===== src/rtl/esdt_pkg.sv =====
// ----------------------------------------------------------------------------
// esdt_pkg
// Shared types, widths and constants of the soft-start differential throttle.
// ----------------------------------------------------------------------------
package esdt_pkg;

  // configurable widths
  localparam int DUTY_BITS     = 12;
  localparam int PCT_FRAC_BITS = 8;

  // fixed field widths
  localparam int CMD_W    = 3;
  localparam int PCT_W    = 15;               // unsigned Q7.8 percent
  localparam int RAMP_W   = 16;               // ramp accumulator
  localparam int STEER_W  = 16;               // signed Q8.8
  localparam int RATIO_W  = 12;               // unsigned Q4.8
  localparam int WIDE_FRAC = 16;
  localparam int CFG_IDX_W = 3;
  localparam int CFG_DATA_W = (DUTY_BITS > PCT_W) ? DUTY_BITS : PCT_W;

  // stream packing
  localparam int IN_DATA_W  = 48;
  localparam int OUT_DATA_W = 32;
  localparam int IN_TGT_LSB   = 0;
  localparam int IN_STEP_LSB  = IN_TGT_LSB + PCT_W;
  localparam int IN_STEER_LSB = IN_STEP_LSB + PCT_W;
  localparam int IN_USED_W    = IN_STEER_LSB + STEER_W;
  localparam int OUT_LEFT_LSB  = 0;
  localparam int OUT_RIGHT_LSB = DUTY_BITS;
  localparam int OUT_RAMP_BIT  = 2 * DUTY_BITS;
  localparam int OUT_USED_W    = OUT_RAMP_BIT + 1;

  // whole-percent and duty arithmetic widths
  localparam int PCT_INT_W = RAMP_W - PCT_FRAC_BITS;
  localparam int P_W       = (PCT_INT_W > 7) ? PCT_INT_W : 7;  // whole percent
  localparam int SUM_W     = P_W + 1;                          // 100 + p
  localparam int PROD_W    = DUTY_BITS + SUM_W;                // min_duty * (100 + p)
  localparam int DIV_SHIFT = PROD_W + 7;
  localparam int MUL_W     = DIV_SHIFT - 6;
  localparam int QW        = PROD_W - 6;                       // prod / 100
  localparam logic [63:0] DIV_MUL_FULL = ((64'd1 << DIV_SHIFT) + 64'd99) / 64'd100;
  localparam logic [MUL_W-1:0] DIV_MUL = DIV_MUL_FULL[MUL_W-1:0];

  // differential mix widths
  localparam int DIFF_W = STEER_W + RATIO_W + 1;
  localparam int MIX_W  = 32;
  localparam int LIFT   = WIDE_FRAC - PCT_FRAC_BITS;

  localparam logic [DUTY_BITS-1:0] START_DUTY = DUTY_BITS'(625);
  localparam logic [SUM_W-1:0]     PCT_FULL   = SUM_W'(100);

  // register reset values
  localparam logic [DUTY_BITS-1:0] MIN_DUTY_RST   = DUTY_BITS'(500);
  localparam logic [DUTY_BITS-1:0] MAX_DUTY_RST   = DUTY_BITS'(1000);
  localparam logic [RATIO_W-1:0]   DIFF_RATIO_RST = RATIO_W'(256);
  localparam logic [PCT_W-1:0]     DIFF_LIMIT_RST = PCT_W'(3840);

  typedef enum logic [CFG_IDX_W-1:0] {
    REG_MIN_DUTY    = 3'd0,
    REG_MAX_DUTY    = 3'd1,
    REG_DIFF_ENABLE = 3'd2,
    REG_DIFF_RATIO  = 3'd3,
    REG_DIFF_LIMIT  = 3'd4
  } reg_idx_t;

  typedef enum logic [CMD_W-1:0] {
    CMD_TICK       = 3'd0,
    CMD_INIT       = 3'd1,
    CMD_START      = 3'd2,
    CMD_SOFT_START = 3'd3,
    CMD_STOP       = 3'd4
  } cmd_t;

  typedef struct packed {
    logic [DUTY_BITS-1:0] min_duty;
    logic [DUTY_BITS-1:0] max_duty;
    logic                 diff_enable;
    logic [RATIO_W-1:0]   diff_ratio;
    logic [PCT_W-1:0]     diff_limit;
  } cfg_t;

  // controller to datapath
  typedef struct packed {
    logic load;
    logic exec;
    logic mix;
    logic scale;
    logic div;
    logic write;
  } ctrl_t;

  // datapath to controller
  typedef struct packed {
    logic has_result;
    logic out_free;
  } stat_t;

endpackage


===== src/rtl/esdt_cfg.sv =====
// ----------------------------------------------------------------------------
// esdt_cfg
// Configuration register file, written through the index/data channel.
// ----------------------------------------------------------------------------
module esdt_cfg (
  input  logic                             clk,
  input  logic                             rst,
  input  logic                             cfg_valid,
  output logic                             cfg_ready,
  input  logic [esdt_pkg::CFG_IDX_W-1:0]   cfg_index,
  input  logic [esdt_pkg::CFG_DATA_W-1:0]  cfg_data,
  output esdt_pkg::cfg_t                   cfg
);

  assign cfg_ready = 1'b1;

  always_ff @(posedge clk) begin
    if (rst) begin
      cfg.min_duty    <= esdt_pkg::MIN_DUTY_RST;
      cfg.max_duty    <= esdt_pkg::MAX_DUTY_RST;
      cfg.diff_enable <= 1'b0;
      cfg.diff_ratio  <= esdt_pkg::DIFF_RATIO_RST;
      cfg.diff_limit  <= esdt_pkg::DIFF_LIMIT_RST;
    end else if (cfg_valid) begin
      // unknown indexes are dropped
      case (cfg_index)
        esdt_pkg::REG_MIN_DUTY:    cfg.min_duty    <= cfg_data[esdt_pkg::DUTY_BITS-1:0];
        esdt_pkg::REG_MAX_DUTY:    cfg.max_duty    <= cfg_data[esdt_pkg::DUTY_BITS-1:0];
        esdt_pkg::REG_DIFF_ENABLE: cfg.diff_enable <= cfg_data[0];
        esdt_pkg::REG_DIFF_RATIO:  cfg.diff_ratio  <= cfg_data[esdt_pkg::RATIO_W-1:0];
        esdt_pkg::REG_DIFF_LIMIT:  cfg.diff_limit  <= cfg_data[esdt_pkg::PCT_W-1:0];
        default: ;
      endcase
    end
  end

endmodule


===== src/rtl/esdt_ctrl.sv =====
// ----------------------------------------------------------------------------
// esdt_ctrl
// Sequencer: steps one command word through execute, mix, scale, divide and
// write-back; a command that gives no result goes back to idle after execute.
// ----------------------------------------------------------------------------
module esdt_ctrl (
  input  logic            clk,
  input  logic            rst,
  input  logic            s_tvalid,
  output logic            s_tready,
  input  esdt_pkg::stat_t stat,
  output esdt_pkg::ctrl_t ctrl
);

  typedef enum logic [5:0] {
    ST_IDLE  = 6'b000001,
    ST_EXEC  = 6'b000010,
    ST_MIX   = 6'b000100,
    ST_SCALE = 6'b001000,
    ST_DIV   = 6'b010000,
    ST_WRITE = 6'b100000
  } state_t;

  state_t state, state_next;

  assign s_tready = (state == ST_IDLE);

  always_comb begin
    state_next = state;
    ctrl       = '0;
    unique case (state)
      ST_IDLE: begin
        if (s_tvalid) begin
          ctrl.load  = 1'b1;
          state_next = ST_EXEC;
        end
      end
      ST_EXEC: begin
        ctrl.exec  = 1'b1;
        state_next = stat.has_result ? ST_MIX : ST_IDLE;
      end
      ST_MIX: begin
        ctrl.mix   = 1'b1;
        state_next = ST_SCALE;
      end
      ST_SCALE: begin
        ctrl.scale = 1'b1;
        state_next = ST_DIV;
      end
      ST_DIV: begin
        ctrl.div   = 1'b1;
        state_next = ST_WRITE;
      end
      ST_WRITE: begin
        // hold until the output register can take the word
        if (stat.out_free) begin
          ctrl.write = 1'b1;
          state_next = ST_IDLE;
        end
      end
      default: state_next = ST_IDLE;
    endcase
  end

  always_ff @(posedge clk) begin
    if (rst) begin
      state <= ST_IDLE;
    end else begin
      state <= state_next;
    end
  end

endmodule


===== src/rtl/esdt_dp.sv =====
// ----------------------------------------------------------------------------
// esdt_dp
// Datapath: run state, ramp accumulator, steering mix, percent to duty
// conversion and the output register.
// ----------------------------------------------------------------------------
module esdt_dp (
  input  logic                                  clk,
  input  logic                                  rst,
  input  esdt_pkg::ctrl_t                       ctrl,
  output esdt_pkg::stat_t                       stat,
  input  esdt_pkg::cfg_t                        cfg,
  input  logic [esdt_pkg::CMD_W-1:0]            in_cmd,
  input  logic [esdt_pkg::PCT_W-1:0]            in_soft_target,
  input  logic [esdt_pkg::PCT_W-1:0]            in_ramp_inc,
  input  logic signed [esdt_pkg::STEER_W-1:0]   in_steer_adjust,
  output logic                                  out_valid,
  input  logic                                  out_ready,
  output logic [esdt_pkg::DUTY_BITS-1:0]        duty_left,
  output logic [esdt_pkg::DUTY_BITS-1:0]        duty_right,
  output logic                                  ramping
);

  typedef enum logic [1:0] {
    KIND_FIXED = 2'd0,
    KIND_MIN   = 2'd1,
    KIND_PCT   = 2'd2
  } kind_t;

  // run state
  logic                            armed, running, soft_active;
  logic [esdt_pkg::PCT_W-1:0]      base_level, step_size;
  logic [esdt_pkg::RAMP_W-1:0]     ramp_level;

  // captured command word
  esdt_pkg::cmd_t                  cmd_r;
  logic [esdt_pkg::PCT_W-1:0]      target_r, step_r;
  logic signed [esdt_pkg::STEER_W-1:0] steer_r;

  // per-item working registers
  kind_t                           kind_r;
  logic                            use_mix_r, ramping_r;
  logic [esdt_pkg::P_W-1:0]        p_left, p_right;
  logic signed [esdt_pkg::DIFF_W-1:0] steer_prod;
  logic [esdt_pkg::PROD_W-1:0]     prod_left, prod_right;
  logic [esdt_pkg::QW-1:0]         q_left, q_right;

  // ramp step
  logic [esdt_pkg::RAMP_W:0]       ramp_sum;
  logic [esdt_pkg::RAMP_W-1:0]     ramp_sat, ramp_new;
  logic                            ramp_done;

  always_comb begin
    ramp_sum  = {1'b0, ramp_level} + {2'b0, step_size};
    ramp_sat  = ramp_sum[esdt_pkg::RAMP_W] ? '1 : ramp_sum[esdt_pkg::RAMP_W-1:0];
    ramp_done = ramp_sat >= {1'b0, base_level};
    ramp_new  = ramp_done ? {1'b0, base_level} : ramp_sat;
  end

  always_comb begin
    priority case (cmd_r)
      esdt_pkg::CMD_START: stat.has_result = armed;
      esdt_pkg::CMD_STOP:  stat.has_result = 1'b1;
      esdt_pkg::CMD_TICK:  stat.has_result = running & armed;
      default:             stat.has_result = 1'b0;
    endcase
    stat.out_free = ~out_valid | out_ready;
  end

  // steering mix, all in 16 fraction bits
  logic signed [esdt_pkg::MIX_W-1:0] lim_w, base_w, diff_w, diff_c, lt_w, rt_w;
  logic signed [esdt_pkg::MIX_W-1:0] lt_c, rt_c, full_w;

  always_comb begin
    full_w = esdt_pkg::MIX_W'(esdt_pkg::PCT_FULL) << esdt_pkg::WIDE_FRAC;
    lim_w  = esdt_pkg::MIX_W'(cfg.diff_limit) << esdt_pkg::LIFT;
    base_w = esdt_pkg::MIX_W'(base_level) << esdt_pkg::LIFT;
    diff_w = {{(esdt_pkg::MIX_W - esdt_pkg::DIFF_W){steer_prod[esdt_pkg::DIFF_W-1]}},
              steer_prod};
    if (diff_w < -lim_w) begin
      diff_c = -lim_w;
    end else if (diff_w > lim_w) begin
      diff_c = lim_w;
    end else begin
      diff_c = diff_w;
    end
    lt_w = base_w - diff_c;
    rt_w = base_w + diff_c;
    lt_c = (lt_w < 0) ? '0 : ((lt_w > full_w) ? full_w : lt_w);
    rt_c = (rt_w < 0) ? '0 : ((rt_w > full_w) ? full_w : rt_w);
  end

  // reciprocal multiply for the divide by 100
  logic [esdt_pkg::PROD_W+esdt_pkg::MUL_W-1:0] div_left, div_right;

  always_comb begin
    div_left  = {{esdt_pkg::MUL_W{1'b0}}, prod_left} *
                {{esdt_pkg::PROD_W{1'b0}}, esdt_pkg::DIV_MUL};
    div_right = {{esdt_pkg::MUL_W{1'b0}}, prod_right} *
                {{esdt_pkg::PROD_W{1'b0}}, esdt_pkg::DIV_MUL};
  end

  function automatic logic [esdt_pkg::DUTY_BITS-1:0] duty_clamp(
    input logic [esdt_pkg::QW-1:0]        q,
    input logic [esdt_pkg::DUTY_BITS-1:0] lo,
    input logic [esdt_pkg::DUTY_BITS-1:0] hi
  );
    logic [esdt_pkg::QW-1:0] d;
    d = q;
    if (d > esdt_pkg::QW'(hi)) d = esdt_pkg::QW'(hi);
    if (d < esdt_pkg::QW'(lo)) d = esdt_pkg::QW'(lo);
    return d[esdt_pkg::DUTY_BITS-1:0];
  endfunction

  always_ff @(posedge clk) begin
    if (ctrl.load) begin
      cmd_r    <= esdt_pkg::cmd_t'(in_cmd);
      target_r <= in_soft_target;
      step_r   <= in_ramp_inc;
      steer_r  <= in_steer_adjust;
    end
    if (ctrl.exec) begin
      steer_prod <= steer_r * $signed({1'b0, cfg.diff_ratio});
      use_mix_r  <= 1'b0;
      ramping_r  <= 1'b0;
      kind_r     <= KIND_PCT;
      priority case (cmd_r)
        esdt_pkg::CMD_START: kind_r <= KIND_FIXED;
        esdt_pkg::CMD_STOP:  kind_r <= KIND_MIN;
        esdt_pkg::CMD_TICK: begin
          if (soft_active) begin
            ramping_r <= ~ramp_done;
            p_left    <= esdt_pkg::P_W'(ramp_new[esdt_pkg::RAMP_W-1:esdt_pkg::PCT_FRAC_BITS]);
            p_right   <= esdt_pkg::P_W'(ramp_new[esdt_pkg::RAMP_W-1:esdt_pkg::PCT_FRAC_BITS]);
          end else begin
            use_mix_r <= cfg.diff_enable;
            p_left    <= esdt_pkg::P_W'(base_level[esdt_pkg::PCT_W-1:esdt_pkg::PCT_FRAC_BITS]);
            p_right   <= esdt_pkg::P_W'(base_level[esdt_pkg::PCT_W-1:esdt_pkg::PCT_FRAC_BITS]);
          end
        end
        default: ;
      endcase
    end
    if (ctrl.mix && use_mix_r) begin
      p_left  <= lt_c[esdt_pkg::WIDE_FRAC +: esdt_pkg::P_W];
      p_right <= rt_c[esdt_pkg::WIDE_FRAC +: esdt_pkg::P_W];
    end
    if (ctrl.scale) begin
      prod_left  <= esdt_pkg::PROD_W'(cfg.min_duty) *
                    esdt_pkg::PROD_W'({1'b0, p_left} + esdt_pkg::PCT_FULL);
      prod_right <= esdt_pkg::PROD_W'(cfg.min_duty) *
                    esdt_pkg::PROD_W'({1'b0, p_right} + esdt_pkg::PCT_FULL);
    end
    if (ctrl.div) begin
      q_left  <= div_left[esdt_pkg::DIV_SHIFT +: esdt_pkg::QW];
      q_right <= div_right[esdt_pkg::DIV_SHIFT +: esdt_pkg::QW];
    end
    if (ctrl.write) begin
      ramping <= ramping_r;
      unique case (kind_r)
        KIND_FIXED: begin
          duty_left  <= esdt_pkg::START_DUTY;
          duty_right <= esdt_pkg::START_DUTY;
        end
        KIND_MIN: begin
          duty_left  <= cfg.min_duty;
          duty_right <= cfg.min_duty;
        end
        default: begin
          duty_left  <= duty_clamp(q_left, cfg.min_duty, cfg.max_duty);
          duty_right <= duty_clamp(q_right, cfg.min_duty, cfg.max_duty);
        end
      endcase
    end
  end

  // run state and output valid
  always_ff @(posedge clk) begin
    if (rst) begin
      armed       <= 1'b0;
      running     <= 1'b0;
      soft_active <= 1'b0;
      base_level  <= '0;
      ramp_level  <= '0;
      step_size   <= '0;
      out_valid   <= 1'b0;
    end else begin
      if (ctrl.write) begin
        out_valid <= 1'b1;
      end else if (out_ready) begin
        out_valid <= 1'b0;
      end
      if (ctrl.exec) begin
        priority case (cmd_r)
          esdt_pkg::CMD_INIT: begin
            armed       <= 1'b1;
            running     <= 1'b0;
            soft_active <= 1'b0;
          end
          esdt_pkg::CMD_START: begin
            running     <= 1'b1;
            soft_active <= 1'b0;
          end
          esdt_pkg::CMD_SOFT_START: begin
            base_level  <= target_r;
            step_size   <= step_r;
            ramp_level  <= '0;
            soft_active <= 1'b1;
            running     <= 1'b1;
          end
          esdt_pkg::CMD_STOP: begin
            running     <= 1'b0;
            soft_active <= 1'b0;
            base_level  <= '0;
            ramp_level  <= '0;
          end
          esdt_pkg::CMD_TICK: begin
            if (running && armed && soft_active) begin
              ramp_level  <= ramp_new;
              soft_active <= ~ramp_done;
            end
          end
          default: ;
        endcase
      end
    end
  end

endmodule


===== src/rtl/esc_soft_start_diff_throttle.sv =====
// ----------------------------------------------------------------------------
// esc_soft_start_diff_throttle
// Two-channel throttle sequencer with soft-start ramp and steering mix.
// ----------------------------------------------------------------------------
// One command word is handled at a time. A command that gives no duty word
// (init, soft_start, an unarmed start, an idle tick, an unknown code) passes
// through execute and back to idle before the next word can be accepted; one
// that gives a duty word goes through execute, steering mix, the min_duty
// multiply, the reciprocal multiply that divides by 100, then write into the
// output register. The output register holds a finished word while the next
// command is already accepted and worked on; only the final write waits for
// the register to be free. Configuration writes complete in the cycle they
// are presented and are meant to be made while no command is in flight.
module esc_soft_start_diff_throttle (
  input  logic                              clk,
  input  logic                              rst,
  input  logic                              s_tvalid,
  output logic                              s_tready,
  // soft_target[14:0], ramp_inc[29:15], steer_adjust[45:30], zero fill
  input  logic [esdt_pkg::IN_DATA_W-1:0]    s_tdata,
  // cmd[2:0]
  input  logic [esdt_pkg::CMD_W-1:0]        s_tuser,
  output logic                              m_tvalid,
  input  logic                              m_tready,
  // duty_left[11:0], duty_right[23:12], ramping[24], zero fill
  output logic [esdt_pkg::OUT_DATA_W-1:0]   m_tdata,
  input  logic                              cfg_valid,
  output logic                              cfg_ready,
  input  logic [esdt_pkg::CFG_IDX_W-1:0]    cfg_index,
  input  logic [esdt_pkg::CFG_DATA_W-1:0]   cfg_data
);

  esdt_pkg::cfg_t  cfg;
  esdt_pkg::ctrl_t ctrl;
  esdt_pkg::stat_t stat;

  logic [esdt_pkg::DUTY_BITS-1:0] duty_left, duty_right;
  logic                           ramping;

  esdt_cfg u_cfg (
    .clk       (clk),
    .rst       (rst),
    .cfg_valid (cfg_valid),
    .cfg_ready (cfg_ready),
    .cfg_index (cfg_index),
    .cfg_data  (cfg_data),
    .cfg       (cfg)
  );

  esdt_ctrl u_ctrl (
    .clk      (clk),
    .rst      (rst),
    .s_tvalid (s_tvalid),
    .s_tready (s_tready),
    .stat     (stat),
    .ctrl     (ctrl)
  );

  esdt_dp u_dp (
    .clk             (clk),
    .rst             (rst),
    .ctrl            (ctrl),
    .stat            (stat),
    .cfg             (cfg),
    .in_cmd          (s_tuser),
    .in_soft_target  (s_tdata[esdt_pkg::IN_TGT_LSB +: esdt_pkg::PCT_W]),
    .in_ramp_inc     (s_tdata[esdt_pkg::IN_STEP_LSB +: esdt_pkg::PCT_W]),
    .in_steer_adjust ($signed(s_tdata[esdt_pkg::IN_STEER_LSB +: esdt_pkg::STEER_W])),
    .out_valid       (m_tvalid),
    .out_ready       (m_tready),
    .duty_left       (duty_left),
    .duty_right      (duty_right),
    .ramping         (ramping)
  );

  assign m_tdata = {{(esdt_pkg::OUT_DATA_W - esdt_pkg::OUT_USED_W){1'b0}},
                    ramping, duty_right, duty_left};

endmodule

===== config.mk =====
export PLATFORM = sky130hd
export DESIGN_NAME = esc_soft_start_diff_throttle
export DESIGN_NICKNAME = d
export VERILOG_FILES = /design/src/rtl/esdt_pkg.sv /design/src/rtl/esdt_cfg.sv /design/src/rtl/esdt_ctrl.sv /design/src/rtl/esdt_dp.sv /design/src/rtl/esc_soft_start_diff_throttle.sv
export SDC_FILE = /design/constraint.sdc
export NUM_CORES = 2
export LEC_CHECK = 0
export BUFFER_PORTS_ARGS = -buffer_cell sky130_fd_sc_hd__buf_2
export CORE_UTILIZATION = 45
export CTS_BUF_LIST = sky130_fd_sc_hd__clkbuf_16
export CTS_CLUSTER_SIZE = 14
export DETAILED_ROUTE_END_ITERATION = 8
export PLACE_DENSITY = 0.7
export SKIP_CTS_REPAIR_TIMING = 1
export SYNTH_ARGS = -nofsm -noshare
export SYNTH_HDL_FRONTEND = slang
export SYNTH_SLANG_ARGS = --single-unit
export TNS_END_PERCENT = 100

===== constraint.sdc =====
create_clock -name clk -period 19.3 [get_ports clk]
set_input_delay 0.965 -clock clk [delete_from_list [all_inputs] [get_ports clk]]
set_output_delay 0.965 -clock clk [all_outputs]
set_load 0.01 [all_outputs]

== Word level (Yosys, flattened, before mapping) ==
Cells that the tools add are included.
Operators by class
  $mul: 5
  magnitude comparators: 11
  equal/unequal tests: 18
  add/subtract/negate cells: 6
  reduce and logical (&&, ||, !) cells: 33
  muxes and demuxes: 45
  bitwise gates (word level): 5
Operators with widths (number)
  24-bit 2-to-1 mux: 4
  15-bit 2-to-1 mux: 6
  21-bit by 22-bit multiplier with 43-bit output, second input constant: 2
  32-bit by 24-bit > comparator with 1-bit output, second input constant: 2
  32-bit by 1-bit < comparator with 1-bit output, second input constant: 2
  32-bit 2-to-1 mux: 2
  16-bit 2-to-1 mux: 3
  12-bit one-hot mux with 2 select lines: 2
  12-bit by 21-bit multiplier with 21-bit output: 2
  8-bit 2-to-1 mux: 5
  6-bit one-hot mux with 6 select lines: 1
  24-bit by 32-bit adder with 32-bit output: 1
  29-bit by 32-bit < comparator with 1-bit output: 1
  23-bit negation with 32-bit output: 1
  16-bit one-hot mux with 2 select lines: 1
  24-bit by 32-bit subtractor with 32-bit output: 1
  15-bit by 12-bit > comparator with 1-bit output: 2
  15-bit by 12-bit < comparator with 1-bit output: 2
  15-bit one-hot mux with 2 select lines: 1
  29-bit by 24-bit > comparator with 1-bit output: 1
  16-bit by 13-bit multiplier with 29-bit output: 1
  12-bit 2-to-1 mux: 2
  2-bit AND reduction: 12
  8-bit by 7-bit adder with 9-bit output, second input constant: 2
  other kinds (31): 64
Storage, ports and cells
  flip-flop bits (word level): 303
  word-level logic and storage cells: 153

== Depth between registers and ports, before layout ==
  depth after elaboration: 8
  mapped depth: 31

== Hierarchy ==
From an unflattened synthesis, not the netlist that was laid out.
Unflattened totals
  cell total of the unflattened synthesis: 4534
  area, all modules: 44562.7 µm²
Modules (own cells, without submodules)
  esdt_dp: cells an instance 4279, instances 1, area each 41999.0 µm², sequential area each 6856.6 µm²
  esdt_cfg: cells an instance 204, instances 1, area each 2140.8 µm², sequential area each 1041.0 µm²
  esdt_ctrl: cells an instance 42, instances 1, area each 359.1 µm², sequential area each 120.1 µm²
  esc_soft_start_diff_throttle: cells an instance 9, instances 1, area each 63.8 µm², sequential area each 0.0 µm²

== Worst setup path before layout ==
No wires, ideal clock.
  path kind: flip-flop to flip-flop
  from: register u_dp.prod_left[4] (netlist bit)
  to: register u_dp.q_left[13] (netlist bit), data pin
  library setup time: 0.258 ns
  stages on the path, launching flop included: 25
  data arrival time: 6.899 ns
  setup slack: 12.144 ns
  data required time: 19.042 ns
  clock period less this slack: 7.156 ns
  cells stage by stage: edfxtp_1 > fa_1 > inv_1 > fa_1 > inv_1 > fa_1 > fa_1 > inv_1 > fa_1 > inv_1 > fa_1 > fa_1 > ha_1 > a21o_1 > a21o_1 > a2111oi_2 > o211ai_1 > o2111ai_2 > a311oi_1 > o31ai_2 > a31oi_1 > and4_1 > or3_1 > a21oi_1 > xnor2_1
On the way
  word-level cells in the longest chain between the ends: 1
Ends and longest elaborated chain
  from (decl): RTL line esdt_dp.sv:44  | logic [esdt_pkg::PROD_W-1:0] prod_left, prod_right;
  from (signal assigned): RTL line esdt_dp.sv:148  | prod_left <= esdt_pkg::PROD_W'(cfg.min_duty) *
  21-bit by 22-bit multiplier with 43-bit output: RTL line esdt_dp.sv:96  | div_left = {{esdt_pkg::MUL_W{1'b0}}, prod_left} *
  net u_dp.div_left (one bit): RTL line esdt_dp.sv:93  | logic [esdt_pkg::PROD_W+esdt_pkg::MUL_W-1:0] div_left, div_right;
  to (signal assigned): RTL line esdt_dp.sv:154  | q_left <= div_left[esdt_pkg::DIV_SHIFT +: esdt_pkg::QW];
  to (decl): RTL line esdt_dp.sv:45  | logic [esdt_pkg::QW-1:0] q_left, q_right;
The timed path passes the listed nets, and every way through them passes these cells.
A chain may end at the register's enable or synchronous reset.

== Worst setup path after layout ==
  from: register u_dp.prod_left[3] (netlist bit)
  to: register u_dp.q_left[13] (netlist bit), data pin
Same word-level chain as after synthesis.

==> run_results.csv <==
group,metric,value,unit
run_status,status,"finished clean",
floorplanning,rows,114,
sta,finalCriticalPeriod,7.93,ns
clock_tree,clockBufferDepth,3,
synth,synth_seq_cells,303,
layout,multi_input_area,32100,um2
worst_setup_path,cp_slowest_cell,"fa_1",
synth,seq_area_frac_synth,18.1,%
worst_setup_path,crit_path_start_kind,"register",
layout,layout.nets,6049,
routing,ant_nets,0,
clock_tree,cts-root-buf,"clkbuf_16",
worst_setup_path,max_stage_delay,0.69,ns
floorplanning,die_w,316,um
worst_setup_path,path_cells,"fa_1, inv_1, fa_1, inv_1, fa_1, fa_1, inv_1, fa_1, inv_1, fa_1, fa_1, ha_1, a21o_1, a21o_1, a2111oi_2, o211ai_1, o2111ai_2, a311oi_1, o31ai_2, a31oi_1, and4_1, or3_1, a21oi_1, xnor2_1",
routing,routed_wl,103000,um
hold_path,hold_class,"reg -> reg",
synth,synth_area,44300,um2
synth,yosys.area.top_type,"fa_1",
worst_setup_path,crit_arrival,8.25,ns
clock_tree,clkSinkCount,303,
sta,slew_violations,0,
sta,max_freq,126,MHz
layout,fill_cells,8908,
grt,track_usage,21.3,%
layout,regArea,8020,um2
clock_tree,cts_tree,"built",
grt,grt_overflow,0,
worst_setup_path,required,19.62,ns
power_and_ir_drop,power_density,41.0,nW/um2
sta,setup_slack,11.37,ns
layout,final_cell_mix,"inv_1 (979), ha_1 (711), fa_1 (632)",
sta,hold_violations,0,
clock_tree,h-tree-depth,2,
sta,finalSetupTns,0,ns
floorplanning,dieArea,99700,um2
synth,synth_flop_cell,"edfxtp_1",
synth,synth.top_cell.area_share,28.6,%
floorplanning,boundaryPins,109,
worst_setup_path,cp_max_fo,7,
routing,via_per_inst,5.26,
power_and_ir_drop,leakage,23.4,nW
layout,layout_commonest_cell,"inv_1",
synth,ys_warn_count,0,
floorplanning,core_area,97100,um2
worst_setup_path,worst_setup_path_end_kind,"register",
synth,synth_area_leaders,"fa_1 (29%), ha_1 (20%), edfxtp_1 (13%)",
placement,dp.cells,5867,
grt,grt_pass1_vias,32632,
placement,place_congestion,0.918,
placement,placed_area,46000,um2
worst_setup_path,ff2ff_path_depth,24,
floorplanning,start_util,45.6,%
worst_setup_path,cp.depth,24,
power_and_ir_drop,p_sw_share,31.4,%
sta,rsz0062_at_grt,"false",
synth,syn_area_per_cell,9.62,um2
synth,synth_async_sr_flop_share,0,%
power_and_ir_drop,p_sw,0.000608,W
grt,grt_pass1_wl,169000,um
clock_tree,worstSkewPairLatency,0.59,ns
routing,firstDrtPassIters,8,
routing,drcViolationCount,0,
grt,antenna_found_initial,16,
worst_setup_path,crit_family,"adder cells",
flow_run,drv_cap,0,
worst_setup_path,crit_path_frequent_cell,"fa_1",
routing,post_drt_wl_per_cell,17.3,um
power_and_ir_drop,combPwrFrac,24.4,%
layout,drive_above_1_share,5.06,%
sta,slew_headroom,13.2,%
routing,dr.first_iter.drc_count,1853,
synth,synth.distinct_cells,84,
sta,worst-slew-pin-transition,1.30,ns
sta,finClkSkew,0.0333,ns
sta,setup_viol,0,
worst_setup_path,worstSetupPathType,"reg -> reg",
clock_tree,cts_buffers,39,
layout,syn2layout_area_growth,6.78,%
worst_setup_path,worst-path-buf-inv,4,
layout,final_area,47300,um2
synth,syn_inst,4607,
placement,dp_hpwl,85200,um
clock_tree,path_clk_slew,0.06,ns
sta,finalCritPeriodShare,41.1,%
routing,via_count,31251,
hold_path,hold_depth,0,
power_and_ir_drop,pwr-share-clk,36.6,%
floorplanning,die_h,316,um
layout,finalNonFillerCells,5944,
synth,synth_edf_count,195,
placement,port_buffers,98,
grt,grt_max_degree,78,
power_and_ir_drop,p_int,0.00133,W
power_and_ir_drop,sequentialPowerShare,39.0,%
power_and_ir_drop,ir_drop,0.0000699,V
placement,dp_slack,11.38,ns
[cells by family (layout without fill, tap and decap cells)]
logic type / count (synthesis) / after routing / share of synthesized area [%]
adder cells (fa/ha/maj): 1343 / 1343 / 48.6
buffers and inverters: 1119 / 1167 / 9.57
AND/OR/NAND/NOR: 1112 / 1112 / 11.9
AO/OA/AOI/OAI: 562 / 562 / 8.30
flip-flops: 303 / 303 / 18.1
XOR/XNOR: 124 / 124 / 2.45
multiplexers: 42 / 42 / 1.01
other: 2 / 15 / 0.0170
[power by group through the flow]
stage          combinational [W]  clock (W)  sequential (W)
4_1_cts                 0.000476   0.000724        0.000757
5_1_grt                 0.000542   0.000745        0.000760
2_1_floorplan           0.000369          0        0.000749
3_5_place_dp            0.000471          0        0.000771
6_report                0.000473   0.000709        0.000757
3_3_place_gp            0.000459          0        0.000770
[per-stage QoR]
step	hold WS (ns)	util [%]	power, W
2_1_floorplan	0.400	-	0.00112
3_5_place_dp	0.461	47.4	0.00124
3_3_place_gp	0.453	47.4	0.00123
5_1_grt	0.493	48.7	0.00205
6_report	0.461	48.7	0.00194
4_1_cts	0.469	48.7	0.00196
[registers in the layout (all words and copies together) (netlist names), 15 cells and up]
name             flops
u_dp.base_level     15
u_dp.step_r         15
u_dp.steer_prod     29
u_dp.q_left         15
u_cfg.cfg           52
u_dp.steer_r        16
u_dp.target_r       15
u_dp.q_right        15
u_dp.prod_right     21
u_dp.step_size      15
u_dp.ramp_level     16
u_dp.prod_left      21
[cell type report]
type	count	share of cell area [%]
Multi-Input combinational cell	3193	67.9
Clock buffer	43	2.27
Inverter	973	7.72
Sequential cell	303	16.9
Clock inverter	29	0.373
Tap cell	1276	3.37
Timing Repair Buffer	122	1.42
Antenna cell	5	0.0264
[worst paths after layout]
| path | startpoint | endpoint | slack [ns] |
|---|---|---|---|
| max | u_dp.prod_left[3] | u_dp.q_left[13] | 11.37 |
| min reg2reg | u_dp.ramping_r | u_dp.ramping | 0.46 |
| max reg2reg | u_dp.prod_left[3] | u_dp.q_left[13] | 11.37 |
| min | u_dp.ramping_r | u_dp.ramping | 0.46 |
[metal layers]
metal	routed length [um]	part of all wire (%)	GRT usage, %	vias up
li1	-	-	-	14825
met1	44900	44	28.1	15543
met2	51300	50	37.4	751
met3	4610	4.5	2.16	130
met4	2000	1.9	5.05	2
met5	13	0.013	0	-
[cell usage after synthesis, types with 14 or more instances]
| cell type | number |
|---|---|
| nor3_1 | 51 |
| or3_1 | 18 |
| mux2_2 | 16 |
| nand2_1 | 449 |
| and2_1 | 186 |
| nor2_1 | 205 |
| a21boi_0 | 15 |
| mux2i_1 | 25 |
| o21a_1 | 19 |
| a21o_1 | 43 |
| nand2b_1 | 42 |
| a211o_1 | 16 |
| clkbuf_1 | 129 |
| a21oi_1 | 179 |
| o21bai_1 | 17 |
| nor2b_1 | 28 |
| nand4_1 | 21 |
| fa_1 | 632 |
| o21ai_0 | 113 |
| edfxtp_1 | 195 |
| a211oi_1 | 14 |
| a22oi_1 | 29 |
| xor2_1 | 32 |
| xnor2_1 | 92 |
| inv_1 | 973 |
| ha_1 | 711 |
| nand3_1 | 41 |
| dfxtp_1 | 108 |
Power figures use the tool's default switching activity.
